## config.mk

```make
export PLATFORM = sky130hd
export DESIGN_NAME = vernalisation_day_accumulator
export DESIGN_NICKNAME = d
export VERILOG_FILES = /design/src/rtl/vda_pkg.sv /design/src/rtl/vda_regs.sv /design/src/rtl/vda_div.sv /design/src/rtl/vda_core.sv /design/src/rtl/vernalisation_day_accumulator.sv
export SDC_FILE = /design/constraint.sdc
export NUM_CORES = 2
export LEC_CHECK = 0
export BUFFER_PORTS_ARGS = -buffer_cell sky130_fd_sc_hd__buf_2
export CORE_UTILIZATION = 45
export CTS_BUF_LIST = sky130_fd_sc_hd__clkbuf_2
export DETAILED_ROUTE_END_ITERATION = 16
export SLEW_MARGIN = 25
export SYNTH_ARGS = -nofsm -noshare
export SYNTH_HDL_FRONTEND = slang
export SYNTH_HIERARCHICAL = 1
export SYNTH_SLANG_ARGS = --single-unit
```

## constraint.sdc

```tcl
create_clock -name clk -period 6.6 [get_ports clk]
set_input_delay 0.66 -clock clk [delete_from_list [all_inputs] [get_ports clk]]
set_output_delay 0.66 -clock clk [all_outputs]
set_load 0.02 [all_outputs]
```

## src/rtl/vda_pkg.sv

```systemverilog
package vda_pkg;

    // register map (word index = paddr[4:2])
    localparam int REG_IDX_W = 3;
    localparam int PADDR_W   = 5;

    localparam logic [REG_IDX_W-1:0] REG_NEEDS = 3'd0;
    localparam logic [REG_IDX_W-1:0] REG_SAT   = 3'd1;
    localparam logic [REG_IDX_W-1:0] REG_BASE  = 3'd2;
    localparam logic [REG_IDX_W-1:0] REG_CRIT  = 3'd3;
    localparam logic [REG_IDX_W-1:0] REG_PT_A  = 3'd4;

    localparam logic        RST_NEEDS = 1'b1;
    localparam logic [14:0] RST_SAT   = 15'd11776;
    localparam logic [14:0] RST_BASE  = 15'd2560;
    localparam logic [13:0] RST_CRIT  = 14'd1229;

    localparam logic [16:0] FACTOR_ONE = 17'h10000;
    localparam logic [14:0] DAYS_MAX   = 15'h7FFF;

    // shared divider: 32-bit dividend, 16-bit divisor, 16-bit quotient
    localparam int DIV_W     = 16;
    localparam int DIV_STEPS = 16;

    typedef struct packed {
        logic        needs;
        logic [14:0] sat;
        logic [14:0] base;
        logic [13:0] crit;
    } cfg_t;

    typedef struct packed {
        logic               start;
        logic [2*DIV_W-1:0] num;
        logic [DIV_W-1:0]   den;
    } div_req_t;

    typedef struct packed {
        logic             busy;
        logic             done;
        logic [DIV_W-1:0] quo;
    } div_rsp_t;

    typedef struct packed {
        logic idle;
        logic div_wait;
    } core_stat_t;

    typedef struct packed {
        logic [14:0] vern_rate;
        logic [16:0] dev_factor;
        logic [14:0] vern_days;
        logic        vernalised;
        logic        forced;
        logic [15:0] completion_day;
    } res_t;

    typedef enum logic [3:0] {
        ST_IDLE,
        ST_DISPATCH,
        ST_LOOKUP,
        ST_MUL,
        ST_IDIV_GO,
        ST_IDIV,
        ST_FACTOR,
        ST_FDIV,
        ST_UPDATE,
        ST_OUT
    } st_t;

endpackage

```

## src/rtl/vda_regs.sv

```systemverilog
module vda_regs #(
    parameter int TABLE_POINTS = 4
) (
    input  logic                            clk,
    input  logic                            rst_n,
    input  logic                            psel,
    input  logic                            penable,
    input  logic                            pwrite,
    input  logic [vda_pkg::PADDR_W-1:0]     paddr,
    input  logic [31:0]                     pwdata,
    output logic [31:0]                     prdata,
    output logic                            pready,
    output vda_pkg::cfg_t                   cfg,
    output logic [TABLE_POINTS-1:0][31:0]   points
);
    import vda_pkg::*;

    logic                          needs_reg;
    logic [14:0]                   sat_reg;
    logic [14:0]                   base_reg;
    logic [13:0]                   crit_reg;
    logic [TABLE_POINTS-1:0][31:0] pt_reg;
    logic [REG_IDX_W-1:0]          idx;
    logic                          wr;

    assign idx    = paddr[PADDR_W-1:2];
    assign wr     = psel && penable && pwrite;
    assign pready = 1'b1;

    always_ff @(posedge clk or negedge rst_n)
    begin
        if (!rst_n)
        begin
            needs_reg <= RST_NEEDS;
            sat_reg   <= RST_SAT;
            base_reg  <= RST_BASE;
            crit_reg  <= RST_CRIT;
            pt_reg    <= '0;
        end
        else if (wr)
        begin
            case (idx)
                REG_NEEDS: needs_reg <= pwdata[0];
                REG_SAT:   sat_reg   <= pwdata[14:0];
                REG_BASE:  base_reg  <= pwdata[14:0];
                REG_CRIT:  crit_reg  <= pwdata[13:0];
                default:
                begin
                    for (int i = 0; i < TABLE_POINTS; i++)
                    begin
                        if (idx == REG_PT_A + REG_IDX_W'(i))
                        begin
                            pt_reg[i] <= pwdata;
                        end
                    end
                end
            endcase
        end
    end

    always_comb
    begin
        prdata = '0;
        case (idx)
            REG_NEEDS: prdata = {31'd0, needs_reg};
            REG_SAT:   prdata = {17'd0, sat_reg};
            REG_BASE:  prdata = {17'd0, base_reg};
            REG_CRIT:  prdata = {18'd0, crit_reg};
            default:
            begin
                for (int i = 0; i < TABLE_POINTS; i++)
                begin
                    if (idx == REG_PT_A + REG_IDX_W'(i))
                    begin
                        prdata = pt_reg[i];
                    end
                end
            end
        endcase
    end

    assign cfg.needs = needs_reg;
    assign cfg.sat   = sat_reg;
    assign cfg.base  = base_reg;
    assign cfg.crit  = crit_reg;
    assign points    = pt_reg;

endmodule

```

## src/rtl/vda_div.sv

```systemverilog
module vda_div (
    input  logic              clk,
    input  logic              rst_n,
    input  vda_pkg::div_req_t req,
    output vda_pkg::div_rsp_t rsp
);
    import vda_pkg::*;

    localparam int CNT_W = $clog2(DIV_STEPS);

    logic [DIV_W-1:0] rem_reg;
    logic [DIV_W-1:0] low_reg;
    logic [DIV_W-1:0] den_reg;
    logic [DIV_W-1:0] q_reg;
    logic [CNT_W-1:0] cnt_reg;
    logic             busy_reg;
    logic             done_reg;

    logic [DIV_W:0]   trial;
    logic [DIV_W:0]   diff;
    logic             fits;

    // one restoring step per cycle; dividend high half is below the divisor
    assign trial = {rem_reg, low_reg[DIV_W-1]};
    assign diff  = trial - {1'b0, den_reg};
    assign fits  = trial >= {1'b0, den_reg};

    always_ff @(posedge clk or negedge rst_n)
    begin
        if (!rst_n)
        begin
            busy_reg <= 1'b0;
            done_reg <= 1'b0;
            cnt_reg  <= '0;
        end
        else
        begin
            done_reg <= 1'b0;
            if (req.start)
            begin
                busy_reg <= 1'b1;
                cnt_reg  <= '0;
            end
            else if (busy_reg)
            begin
                cnt_reg <= cnt_reg + CNT_W'(1);
                if (cnt_reg == CNT_W'(DIV_STEPS - 1))
                begin
                    busy_reg <= 1'b0;
                    done_reg <= 1'b1;
                end
            end
        end
    end

    always_ff @(posedge clk)
    begin
        if (req.start)
        begin
            rem_reg <= req.num[2*DIV_W-1:DIV_W];
            low_reg <= req.num[DIV_W-1:0];
            den_reg <= req.den;
            q_reg   <= '0;
        end
        else if (busy_reg)
        begin
            rem_reg <= fits ? diff[DIV_W-1:0] : trial[DIV_W-1:0];
            low_reg <= {low_reg[DIV_W-2:0], 1'b0};
            q_reg   <= {q_reg[DIV_W-2:0], fits};
        end
    end

    assign rsp.busy = busy_reg;
    assign rsp.done = done_reg;
    assign rsp.quo  = q_reg;

endmodule

```

## src/rtl/vda_core.sv

```systemverilog
module vda_core #(
    parameter int TABLE_POINTS = 4
) (
    input  logic                           clk,
    input  logic                           rst_n,
    input  logic                           start,
    input  logic                           mode,
    input  logic signed [14:0]             temperature,
    input  logic [13:0]                    dev_stage,
    input  logic [15:0]                    day_number,
    input  vda_pkg::cfg_t                  cfg,
    input  logic [TABLE_POINTS-1:0][31:0]  points,
    output vda_pkg::div_req_t              div_req,
    input  vda_pkg::div_rsp_t              div_rsp,
    input  logic                           res_ready,
    output logic                           res_valid,
    output vda_pkg::res_t                  res,
    output vda_pkg::core_stat_t            stat
);
    import vda_pkg::*;

    st_t state_reg, state_next;

    // latched item
    logic               mode_reg;
    logic signed [14:0] temp_reg;
    logic [13:0]        stage_reg;
    logic [15:0]        dayin_reg;

    // season state
    logic [14:0] acc_reg;
    logic        vern_reg;
    logic [16:0] held_reg;
    logic [15:0] day_reg;

    // per-item work registers
    logic        forced_reg;
    logic [14:0] rate_out_reg;
    logic [15:0] rtab_reg;
    logic [15:0] y0_reg;
    logic        dir_reg;
    logic [15:0] dy_reg;
    logic [15:0] dt_reg;
    logic [15:0] dx_reg;
    logic [31:0] prod_reg;

    // table lookup
    logic signed [15:0] pt_x [TABLE_POINTS];
    logic [15:0]        pt_y [TABLE_POINTS];
    logic signed [15:0] t16;
    logic               found;
    logic signed [15:0] seg_x0, seg_x1;
    logic [15:0]        seg_y0, seg_y1;
    logic               lk_direct;
    logic [15:0]        lk_y;
    logic               lk_dir;
    logic [15:0]        lk_dy;
    logic [16:0]        dt_wide, dx_wide;

    // factor and update
    logic        fct_direct;
    logic [16:0] fct_val;
    logic [14:0] fct_diff;
    logic [14:0] fct_den;
    logic [16:0] rnd;
    logic [14:0] remain;
    logic [15:0] rate_w;
    logic [16:0] sum;
    logic [14:0] acc_new;

    assign t16 = {temp_reg[14], temp_reg};

    always_comb
    begin
        for (int i = 0; i < TABLE_POINTS; i++)
        begin
            pt_x[i] = signed'(points[i][31:16]);
            pt_y[i] = points[i][15:0];
        end
    end

    // first point above the temperature closes the segment
    always_comb
    begin
        found  = 1'b0;
        seg_x0 = pt_x[0];
        seg_x1 = pt_x[0];
        seg_y0 = pt_y[0];
        seg_y1 = pt_y[0];
        for (int i = 1; i < TABLE_POINTS; i++)
        begin
            if (!found && (t16 < pt_x[i]))
            begin
                found  = 1'b1;
                seg_x0 = pt_x[i-1];
                seg_x1 = pt_x[i];
                seg_y0 = pt_y[i-1];
                seg_y1 = pt_y[i];
            end
        end
    end

    always_comb
    begin
        lk_direct = 1'b1;
        lk_y      = seg_y0;
        if (t16 <= pt_x[0])
        begin
            lk_y = pt_y[0];
        end
        else if (!found)
        begin
            lk_y = pt_y[TABLE_POINTS-1];
        end
        else if (t16 <= seg_x0)
        begin
            lk_y = seg_y0;
        end
        else
        begin
            lk_direct = 1'b0;
        end
    end

    assign lk_dir  = seg_y1 >= seg_y0;
    assign lk_dy   = lk_dir ? (seg_y1 - seg_y0) : (seg_y0 - seg_y1);
    assign dt_wide = {t16[15], t16} - {seg_x0[15], seg_x0};
    assign dx_wide = {seg_x1[15], seg_x1} - {seg_x0[15], seg_x0};

    // factor from the state before the day's addition
    always_comb
    begin
        fct_direct = 1'b1;
        fct_val    = '0;
        if (cfg.sat <= cfg.base)
        begin
            fct_val = (acc_reg >= cfg.sat) ? FACTOR_ONE : 17'd0;
        end
        else if (acc_reg <= cfg.base)
        begin
            fct_val = 17'd0;
        end
        else if (acc_reg >= cfg.sat)
        begin
            fct_val = FACTOR_ONE;
        end
        else
        begin
            fct_direct = 1'b0;
        end
    end

    assign fct_diff = acc_reg - cfg.base;
    assign fct_den  = cfg.sat - cfg.base;

    // Q1.15 -> Q8.8 round half up; forced rate is remaining plus one LSB
    assign rnd     = {1'b0, rtab_reg} + 17'd64;
    assign remain  = (cfg.sat > acc_reg) ? (cfg.sat - acc_reg) : 15'd0;
    assign rate_w  = forced_reg ? ({1'b0, remain} + 16'd1) : {6'd0, rnd[16:7]};
    assign sum     = {2'b00, acc_reg} + {1'b0, rate_w};
    assign acc_new = (sum > {2'b00, DAYS_MAX}) ? DAYS_MAX : sum[14:0];

    always_comb
    begin
        state_next = state_reg;
        case (state_reg)
            ST_IDLE:
            begin
                if (start)
                begin
                    state_next = ST_DISPATCH;
                end
            end
            ST_DISPATCH:
            begin
                if (!mode_reg || vern_reg)
                begin
                    state_next = ST_OUT;
                end
                else if (stage_reg >= cfg.crit)
                begin
                    state_next = ST_UPDATE;
                end
                else
                begin
                    state_next = ST_LOOKUP;
                end
            end
            ST_LOOKUP:  state_next = lk_direct ? ST_FACTOR : ST_MUL;
            ST_MUL:     state_next = ST_IDIV_GO;
            ST_IDIV_GO: state_next = ST_IDIV;
            ST_IDIV:
            begin
                if (div_rsp.done)
                begin
                    state_next = ST_FACTOR;
                end
            end
            ST_FACTOR:  state_next = fct_direct ? ST_UPDATE : ST_FDIV;
            ST_FDIV:
            begin
                if (div_rsp.done)
                begin
                    state_next = ST_UPDATE;
                end
            end
            ST_UPDATE:  state_next = ST_OUT;
            ST_OUT:
            begin
                if (res_ready)
                begin
                    state_next = ST_IDLE;
                end
            end
            default:    state_next = ST_IDLE;
        endcase
    end

    always_comb
    begin
        div_req       = '0;
        res_valid     = 1'b0;
        stat.idle     = 1'b0;
        stat.div_wait = 1'b0;
        case (state_reg)
            ST_IDLE:    stat.idle = 1'b1;
            ST_IDIV_GO:
            begin
                div_req.start = 1'b1;
                div_req.num   = prod_reg;
                div_req.den   = dx_reg;
            end
            ST_IDIV:    stat.div_wait = 1'b1;
            ST_FACTOR:
            begin
                div_req.start = !fct_direct;
                div_req.num   = {1'b0, fct_diff, 16'd0};
                div_req.den   = {1'b0, fct_den};
            end
            ST_FDIV:    stat.div_wait = 1'b1;
            ST_OUT:     res_valid = 1'b1;
            default:
            begin
                div_req = '0;
            end
        endcase
    end

    always_ff @(posedge clk or negedge rst_n)
    begin
        if (!rst_n)
        begin
            state_reg <= ST_IDLE;
            acc_reg   <= '0;
            vern_reg  <= !RST_NEEDS;
            held_reg  <= FACTOR_ONE;
            day_reg   <= '0;
        end
        else
        begin
            state_reg <= state_next;
            case (state_reg)
                ST_DISPATCH:
                begin
                    if (!mode_reg)
                    begin
                        acc_reg  <= '0;
                        vern_reg <= !cfg.needs;
                        held_reg <= FACTOR_ONE;
                        day_reg  <= '0;
                    end
                    else if (vern_reg)
                    begin
                        held_reg <= FACTOR_ONE;
                    end
                end
                ST_FACTOR:
                begin
                    if (fct_direct)
                    begin
                        held_reg <= fct_val;
                    end
                end
                ST_FDIV:
                begin
                    if (div_rsp.done)
                    begin
                        held_reg <= {1'b0, div_rsp.quo};
                    end
                end
                ST_UPDATE:
                begin
                    acc_reg <= acc_new;
                    if (acc_new >= cfg.sat)
                    begin
                        vern_reg <= 1'b1;
                        day_reg  <= dayin_reg;
                    end
                end
                default:
                begin
                    acc_reg <= acc_reg;
                end
            endcase
        end
    end

    always_ff @(posedge clk)
    begin
        case (state_reg)
            ST_IDLE:
            begin
                if (start)
                begin
                    mode_reg  <= mode;
                    temp_reg  <= temperature;
                    stage_reg <= dev_stage;
                    dayin_reg <= day_number;
                end
            end
            ST_DISPATCH:
            begin
                rate_out_reg <= '0;
                forced_reg   <= mode_reg && !vern_reg && (stage_reg >= cfg.crit);
            end
            ST_LOOKUP:
            begin
                rtab_reg <= lk_y;
                y0_reg   <= seg_y0;
                dir_reg  <= lk_dir;
                dy_reg   <= lk_dy;
                dt_reg   <= dt_wide[15:0];
                dx_reg   <= dx_wide[15:0];
            end
            ST_MUL:     prod_reg <= dy_reg * dt_reg;
            ST_IDIV:
            begin
                if (div_rsp.done)
                begin
                    rtab_reg <= dir_reg ? (y0_reg + div_rsp.quo) : (y0_reg - div_rsp.quo);
                end
            end
            ST_UPDATE:  rate_out_reg <= rate_w[14:0];
            default:
            begin
                prod_reg <= prod_reg;
            end
        endcase
    end

    assign res.vern_rate      = rate_out_reg;
    assign res.dev_factor     = held_reg;
    assign res.vern_days      = acc_reg;
    assign res.vernalised     = vern_reg;
    assign res.forced         = forced_reg;
    assign res.completion_day = day_reg;

endmodule

```

## src/rtl/vernalisation_day_accumulator.sv

```systemverilog
// channel | direction | handshake               | payload
// --------+-----------+-------------------------+------------------------------------------
// in      | input     | in_valid / in_stall     | mode, temperature, dev_stage, day_number
// out     | output    | out_valid / out_stall   | vern_rate, dev_factor, vern_days,
//         |           |                         | vernalised, forced, completion_day
// cfg     | input     | psel / penable / pwrite | paddr, pwdata, prdata (pready tied high)
//
// Season start or vernalised day: dispatch, then result; forced day: dispatch, update, result.
// Normal day: table lookup and up to two 16-step passes through the shared divider
// (table interpolation, then the development factor) plus a multiply, then the update.
// Reset clears the season state (flag follows the needs_vernalisation reset value).
// One transaction in flight; in_stall is high until the result enters the output
// register, which can hold a result under out_stall while the next item is accepted.
module vernalisation_day_accumulator #(
    parameter int TABLE_POINTS = 4
) (
    input  logic                        clk,
    input  logic                        rst_n,
    // input channel
    input  logic                        in_valid,
    output logic                        in_stall,
    input  logic                        mode,
    input  logic signed [14:0]          temperature,
    input  logic [13:0]                 dev_stage,
    input  logic [15:0]                 day_number,
    // output channel
    output logic                        out_valid,
    input  logic                        out_stall,
    output logic [14:0]                 vern_rate,
    output logic [16:0]                 dev_factor,
    output logic [14:0]                 vern_days,
    output logic                        vernalised,
    output logic                        forced,
    output logic [15:0]                 completion_day,
    // register port
    input  logic                        psel,
    input  logic                        penable,
    input  logic                        pwrite,
    input  logic [vda_pkg::PADDR_W-1:0] paddr,
    input  logic [31:0]                 pwdata,
    output logic [31:0]                 prdata,
    output logic                        pready
);
    import vda_pkg::*;

    cfg_t                          cfg;
    logic [TABLE_POINTS-1:0][31:0] points;
    div_req_t                      div_req;
    div_rsp_t                      div_rsp;
    core_stat_t                    core_stat;
    res_t                          res;
    logic                          res_valid;
    logic                          res_ready;
    logic                          in_take;

    logic out_valid_reg;
    res_t out_res_reg;

    vda_regs #(
        .TABLE_POINTS (TABLE_POINTS)
    ) u_regs (
        .clk     (clk),
        .rst_n   (rst_n),
        .psel    (psel),
        .penable (penable),
        .pwrite  (pwrite),
        .paddr   (paddr),
        .pwdata  (pwdata),
        .prdata  (prdata),
        .pready  (pready),
        .cfg     (cfg),
        .points  (points)
    );

    // shared divider, used for interpolation and for the factor
    vda_div u_div (
        .clk   (clk),
        .rst_n (rst_n),
        .req   (div_req),
        .rsp   (div_rsp)
    );

    vda_core #(
        .TABLE_POINTS (TABLE_POINTS)
    ) u_core (
        .clk         (clk),
        .rst_n       (rst_n),
        .start       (in_take),
        .mode        (mode),
        .temperature (temperature),
        .dev_stage   (dev_stage),
        .day_number  (day_number),
        .cfg         (cfg),
        .points      (points),
        .div_req     (div_req),
        .div_rsp     (div_rsp),
        .res_ready   (res_ready),
        .res_valid   (res_valid),
        .res         (res),
        .stat        (core_stat)
    );

    assign in_stall  = !core_stat.idle;
    assign in_take   = in_valid && !in_stall;

    // output register: load when empty or when the held transaction leaves
    assign res_ready = !out_valid_reg || !out_stall;

    always_ff @(posedge clk or negedge rst_n)
    begin
        if (!rst_n)
        begin
            out_valid_reg <= 1'b0;
        end
        else if (res_ready)
        begin
            out_valid_reg <= res_valid;
        end
    end

    always_ff @(posedge clk)
    begin
        if (res_valid && res_ready)
        begin
            out_res_reg <= res;
        end
    end

    assign out_valid      = out_valid_reg;
    assign vern_rate      = out_res_reg.vern_rate;
    assign dev_factor     = out_res_reg.dev_factor;
    assign vern_days      = out_res_reg.vern_days;
    assign vernalised     = out_res_reg.vernalised;
    assign forced         = out_res_reg.forced;
    assign completion_day = out_res_reg.completion_day;

    // a forced day always completes the requirement
    a_forced_done: assert property (@(posedge clk) disable iff (!rst_n)
        out_valid && forced |-> vernalised)
        else $error("forced day without completion");

    // the divider is never restarted mid-run
    a_div_idle_start: assert property (@(posedge clk) disable iff (!rst_n)
        div_req.start |-> !div_rsp.busy)
        else $error("divider started while busy");

    // quotient arrives only while the sequencer waits for it
    a_div_done_wait: assert property (@(posedge clk) disable iff (!rst_n)
        div_rsp.done |-> core_stat.div_wait)
        else $error("divider result not expected");

    // an accepted transaction holds off the next one
    a_busy_after_take: assert property (@(posedge clk) disable iff (!rst_n)
        in_take |=> in_stall)
        else $error("second transaction accepted while busy");

endmodule
```

* Word-level counts from Yosys, hierarchy flattened *
Index checks and enable logic that the tools add are counted.

word-level totals
  register bits after elaboration = 537
  output and inout port bits = 100
  word-level logic and storage cells = 210

operators by class
  add/sub/neg operators = 14
  $mul = 1
  $lt $le $gt $ge = 14
  eq/ne operators = 25
  muxes and demuxes = 75
  bitwise operators = 1
  reductions and logical operators = 40

operators with widths
  cell                                                                    count
  16-bit 2-to-1 mux                                                       23
  32-bit 2-to-1 mux                                                       4
  32-bit case mux with 4 select lines                                     1
  17-bit 2-to-1 mux                                                       7
  49-bit case mux with 2 select lines                                     1
  16-bit subtractor                                                       5
  16-bit case mux with 2 select lines                                     2
  15-bit case mux with 2 select lines                                     2
  17-bit case mux with 3 select lines                                     1
  15-bit by 16-bit < comparator with 1-bit output                         3
  15-bit 2-to-1 mux                                                       3
  15-bit subtractor                                                       3
  4-bit case mux with 10 select lines                                     1
  4-bit 2-to-1 mux                                                        9
  15-bit by 16-bit less-or-equal comparator with 1-bit output             2
  16-bit by 16-bit multiplier with 32-bit output                          1
  15-bit >= comparator                                                    2
  15-bit less-or-equal comparator                                         2
  1-bit 2-to-1 mux                                                        19
  15-bit by 16-bit adder with 17-bit output                               1
  16-bit by 7-bit adder with 17-bit output, second input constant         1
  17-bit by 16-bit >= comparator with 1-bit output                        1
  17-bit by 15-bit > comparator with 1-bit output, second input constant  1
  15-bit by 1-bit adder with 16-bit output, second input constant         1
  30 further kinds                                                        74

* Depth between registers and ports, before layout *
  depth in word-level cells = 14
  mapped depth = 40
  mapped depth without buffers = 36

* By module *
The synthesis kept the hierarchy.

modules (own cells, without submodules)
  module                         times used  cells each  area an instance (µm²)  sequential area each (µm²)
  vda_core                       1           3189        27909.3                 6402.4
  vda_regs                       1           512         7823.8                  4345.4
  vda_div                        1           306         3594.7                  1911.8
  vernalisation_day_accumulator  1           71          2009.4                  1976.9

* Least setup slack after synthesis *
No wires, ideal clock.

  kind = reg2reg
  start = reg u_core.acc_reg[1]
  end = reg u_core.day_reg[10]
  library setup time = 66 ps
  data arrival time = 6947 ps
  setup slack = -413 ps
  cell stages (with the launch flop) = 37
  buffers on the path = 2
  clock period less this slack = 7013 ps
  path through = dfrtp_1 -> inv_1 -> ha_1 -> nor2b_1 -> o31a_2 -> o31ai_1 -> a21oi_1 -> o21ai_2 -> nor2_1 -> ha_1 -> nand2_1 -> nor3_1 -> nand3_1 -> xnor2_1 -> o22ai_1 -> ha_1 -> nand2_1 -> o21ai_0 -> o21ai_1 -> o31ai_1 -> o22ai_1 -> or4bb_1 -> nor2_1 -> mux2_4 -> buf_2 -> nand2_1 -> ha_1 -> nor2b_1 -> o21a_1 -> o21a_1 -> o21a_1 -> o21ai_0 -> a21oi_1 -> o22a_1 -> o21bai_1 -> clkbuf_1 -> a22o_1

between the ends
  longest elaborated chain between the ends = 10
  elaborated cells between the ends (all ways) = 11
  those cells by class = 3 x add/sub; 3 x order compare; 1 x eq/ne; 3 x mux; 1 x reduce/logical

ends and longest elaborated chain
  what                                                             RTL line         text
  from (decl)                                                      vda_core.sv:31   logic [14:0] acc_reg;
  from (signal assigned)                                           vda_core.sv:293  acc_reg <= acc_new;
  from (signal assigned)                                           vda_core.sv:302  acc_reg <= acc_reg;
  15-bit subtractor / 15-bit > comparator (equally long branches)  vda_core.sv:158  assign remain = (cfg.sat > acc_reg) ? (cfg.sat - acc_reg) : 15'd0;
  15-bit 2-to-1 mux *                                              vda_core.sv:158
  15-bit by 1-bit adder with 16-bit output *                       vda_core.sv:159  assign rate_w = forced_reg ? ({1'b0, remain} + 16'd1) : {6'd0, rnd[16:7]};
  16-bit 2-to-1 mux *                                              vda_core.sv:159
  via u_core.rate_w[6]                                             vda_core.sv:67   logic [15:0] rate_w;
  15-bit by 16-bit adder with 17-bit output *                      vda_core.sv:160  assign sum = {2'b00, acc_reg} + {1'b0, rate_w};
  17-bit by 15-bit > comparator with 1-bit output                  vda_core.sv:161  assign acc_new = (sum > {2'b00, DAYS_MAX}) ? DAYS_MAX : sum[14:0];
  15-bit 2-to-1 mux *                                              vda_core.sv:161
  15-bit >= comparator *                                           vda_core.sv:294  if (acc_new >= cfg.sat)
  2-bit by 1-bit != test with 1-bit output (no line) *             n/a
  3-bit AND reduction (no line) *                                  n/a
  to (signal assigned)                                             vda_core.sv:297  day_reg <= dayin_reg;
  to (decl)                                                        vda_core.sv:34   logic [15:0] day_reg;

Mark *: on every way through the listed nets, which the timed path passes. The rest lies on a longest branch.
A chain may end at the register's enable or synchronous reset.

* Worst setup path after layout *
  start = reg u_core.acc_reg[7]
  end = reg u_core.day_reg[10]

Same word-level chain as after synthesis.

==> impl_metrics.json <==
{
  "die_w_um": 305,
  "crit_required_ns": 7.87,
  "p_total_mw": 18.6,
  "avgSynthCellArea_um2": 10.1,
  "path_class": "reg2reg",
  "clk_pin_slew_ns": 0.10,
  "antenna_found_initial": 5,
  "cp_slowest_cell": "dfrtp_1",
  "drt_first_pass_iters": 6,
  "tightest_slew_ns": 1.04,
  "fp-row-count": 110,
  "clkSinkCount": 531,
  "cts-htree-levels": 4,
  "worstPathMaxFanout": 8,
  "fmax_mhz": 152,
  "dieHeight_um": 305,
  "io_pins": 190,
  "slew_viol_final": 0,
  "cp-start-kind": "flip-flop",
  "relSlewSlack_pct": 30.9,
  "rsz0062_at_grt": "true",
  "clkPwrFrac_pct": 13.8,
  "netlist_area_mm2": 0.0413,
  "power_density_mw_per_mm2": 379,
  "grt_pass1_vias": 33100,
  "final_cell_mix": "456 x inv_1, 425 x nand2_1, 334 x ha_1, 282 x edfxtp_1, 237 x buf_4",
  "grt_pass1_wl_um": 190000,
  "tns_ns": 0,
  "slowest_delay_ns": 0.39,
  "cts_tree": "done",
  "drc": 0,
  "hold_class": "in2reg",
  "layout_commonest_cell": "inv_1",
  "path_buf_inv": 4,
  "power.leakage_nw": 22.4,
  "drive_above_1_share_pct": 21.5,
  "viasPerCell": 5.52,
  "grt.total_usage_pct": 26.6,
  "holdWs_ns": 0.148,
  "final_util_pct": 54.2,
  "drtIter0Drc": 2408,
  "fin_area_mm2": 0.0490,
  "r2r_slack_ns": 0.02,
  "finalWeightedCongestion": 0.928,
  "portBuffers": 186,
  "synth_fp_nets": 4721,
  "p_comb_share_pct": 59.2,
  "drt_wl_total_um": 123000,
  "synthCells": 4076,
  "crit_top_cell": "o21a_1",
  "vias": 33000,
  "status": "complete, no violations",
  "clock_skew_ns": 0.142,
  "root_buffer": "clkbuf_2",
  "layout.nets": 5322,
  "largest_reg_flops": 128,
  "grt_max_degree": 129,
  "grt_overflow": 0,
  "core-area_mm2": 0.0904,
  "drtAntennaViolNets": 0,
  "ys_warn_count": 6,
  "insertion_delay_ns": 1.45,
  "cp.arrival_ns": 7.85,
  "p_seq_share_pct": 26.9,
  "critical_path.top_delay_family": "compound AO/OA/AOI/OAI gates",
  "fillers": 8126,
  "cts_inserted_buffers": 147,
  "synthToLayoutAreaGrowth_pct": 18.6,
  "setup_viol": 0,
  "dpl-instance-area_mm2": 0.0449,
  "timing.final.crit_share_pct": 99.7,
  "fin_crit_ns": 6.58,
  "cap_violations": 0,
  "initial_core_util_pct": 45.7,
  "hold_viol": 0,
  "hpwlAfterDp_um": 93200,
  "max-vdd-ir-drop_uv": 195,
  "dieArea_mm2": 0.0931,
  "switching_share_pct": 45.0,
  "end_kind": "flip-flop",
  "p_sw_mw": 8.35,
  "cts_buffer_depth": 3,
  "p_int_mw": 10.2,
  "wire_per_inst_um": 20.6
}
worst paths after layout:
check / startpoint / end / cells after the start
worst max-delay path: u_core/acc_reg[7]$_DFFE_PN0P_ / u_core/day_reg[10]$_DFFE_PN0P_ / 35
worst min-delay path: pwdata[7] / u_regs/points[7]$_DFFE_PN0P_ / 3
worst max register to register: u_core/acc_reg[7]$_DFFE_PN0P_ / u_core/day_reg[10]$_DFFE_PN0P_ / 35
worst min register to register: u_core/rate_out_reg[8]$_SDFFCE_PN0P_ / vern_rate[8]$_DFFE_PP_ / 0
max in group asynchronous: rst_n / u_regs/points[123]$_DFFE_PN0P_ / 4
min in group asynchronous: rst_n / u_regs/sat_reg[10]$_DFFE_PN1P_ / 3
layer usage:
layer | vias up | share of wire [%] | wire length (um) | global-route usage (%)
met4 | 2 | 2.2 | 2740 | 7.80
met3 | 174 | 6.8 | 8420 | 5.76
met2 | 1022 | 46 | 56300 | 41.8
li1 | 15500 | - | - | -
met1 | 16300 | 45 | 55700 | 36.7
met5 | - | 0.015 | 18 | 0
through the flow:
stage               instances  setup slack, ns
global route             5972           -0.270
CTS                      5926          0.00495
detailed placement       5481           -0.145
floorplan                4076          0.00250
global placement         5480          -0.0896
finish                   5977           0.0206
cell type report:
class	count	area [um^2]	area share, %
well taps	1176	1470	3.00
repair buffers	620	4860	9.92
diodes	9	22.5	0.0459
clock inverters	50	367	0.748
inverters	458	1720	3.51
multi-input cells	2919	24900	50.7
flip-flops and latches	531	14600	29.9
clock buffers	214	1070	2.18
power groups by stage:
stage	Sequential (mW)	Combinational, mW	Clock (mW)
after floorplan	5.03	6.95	0
after global placement	5.05	10.3	0
after detailed placement	5.06	10.4	0
after CTS	5.00	10.5	2.67
after global routing	5.08	12.1	2.85
final	5.00	11.0	2.57
timing repair:
| item | in CTS | in global routing |
|---|---|---|
| cloned | 0 | 2 |
| setup buffers | 5 | 40 |
| endpoints found under the hold margin | 446 | 0 |
| pin swaps | 6 | 35 |
| hold buffers | 176 | 0 |
| gates resized for setup | 6 | 89 |
| setup endpoints to repair | 21 | 23 |
worst register-to-register path: cells and delay by family, from the launching register on:
kind / cells / cell delay, ns
buffers and inverters: 4 / 0.58
xor gates and xnor gates: 1 / 0.14
AOI/OAI and AO/OA: 16 / 2.95
adders and majority gates: 4 / 0.86
DFF: 1 / 0.39
muxes: 1 / 0.23
and+or+nand+nor: 9 / 1.30
(Power assumes the default switching activity.)
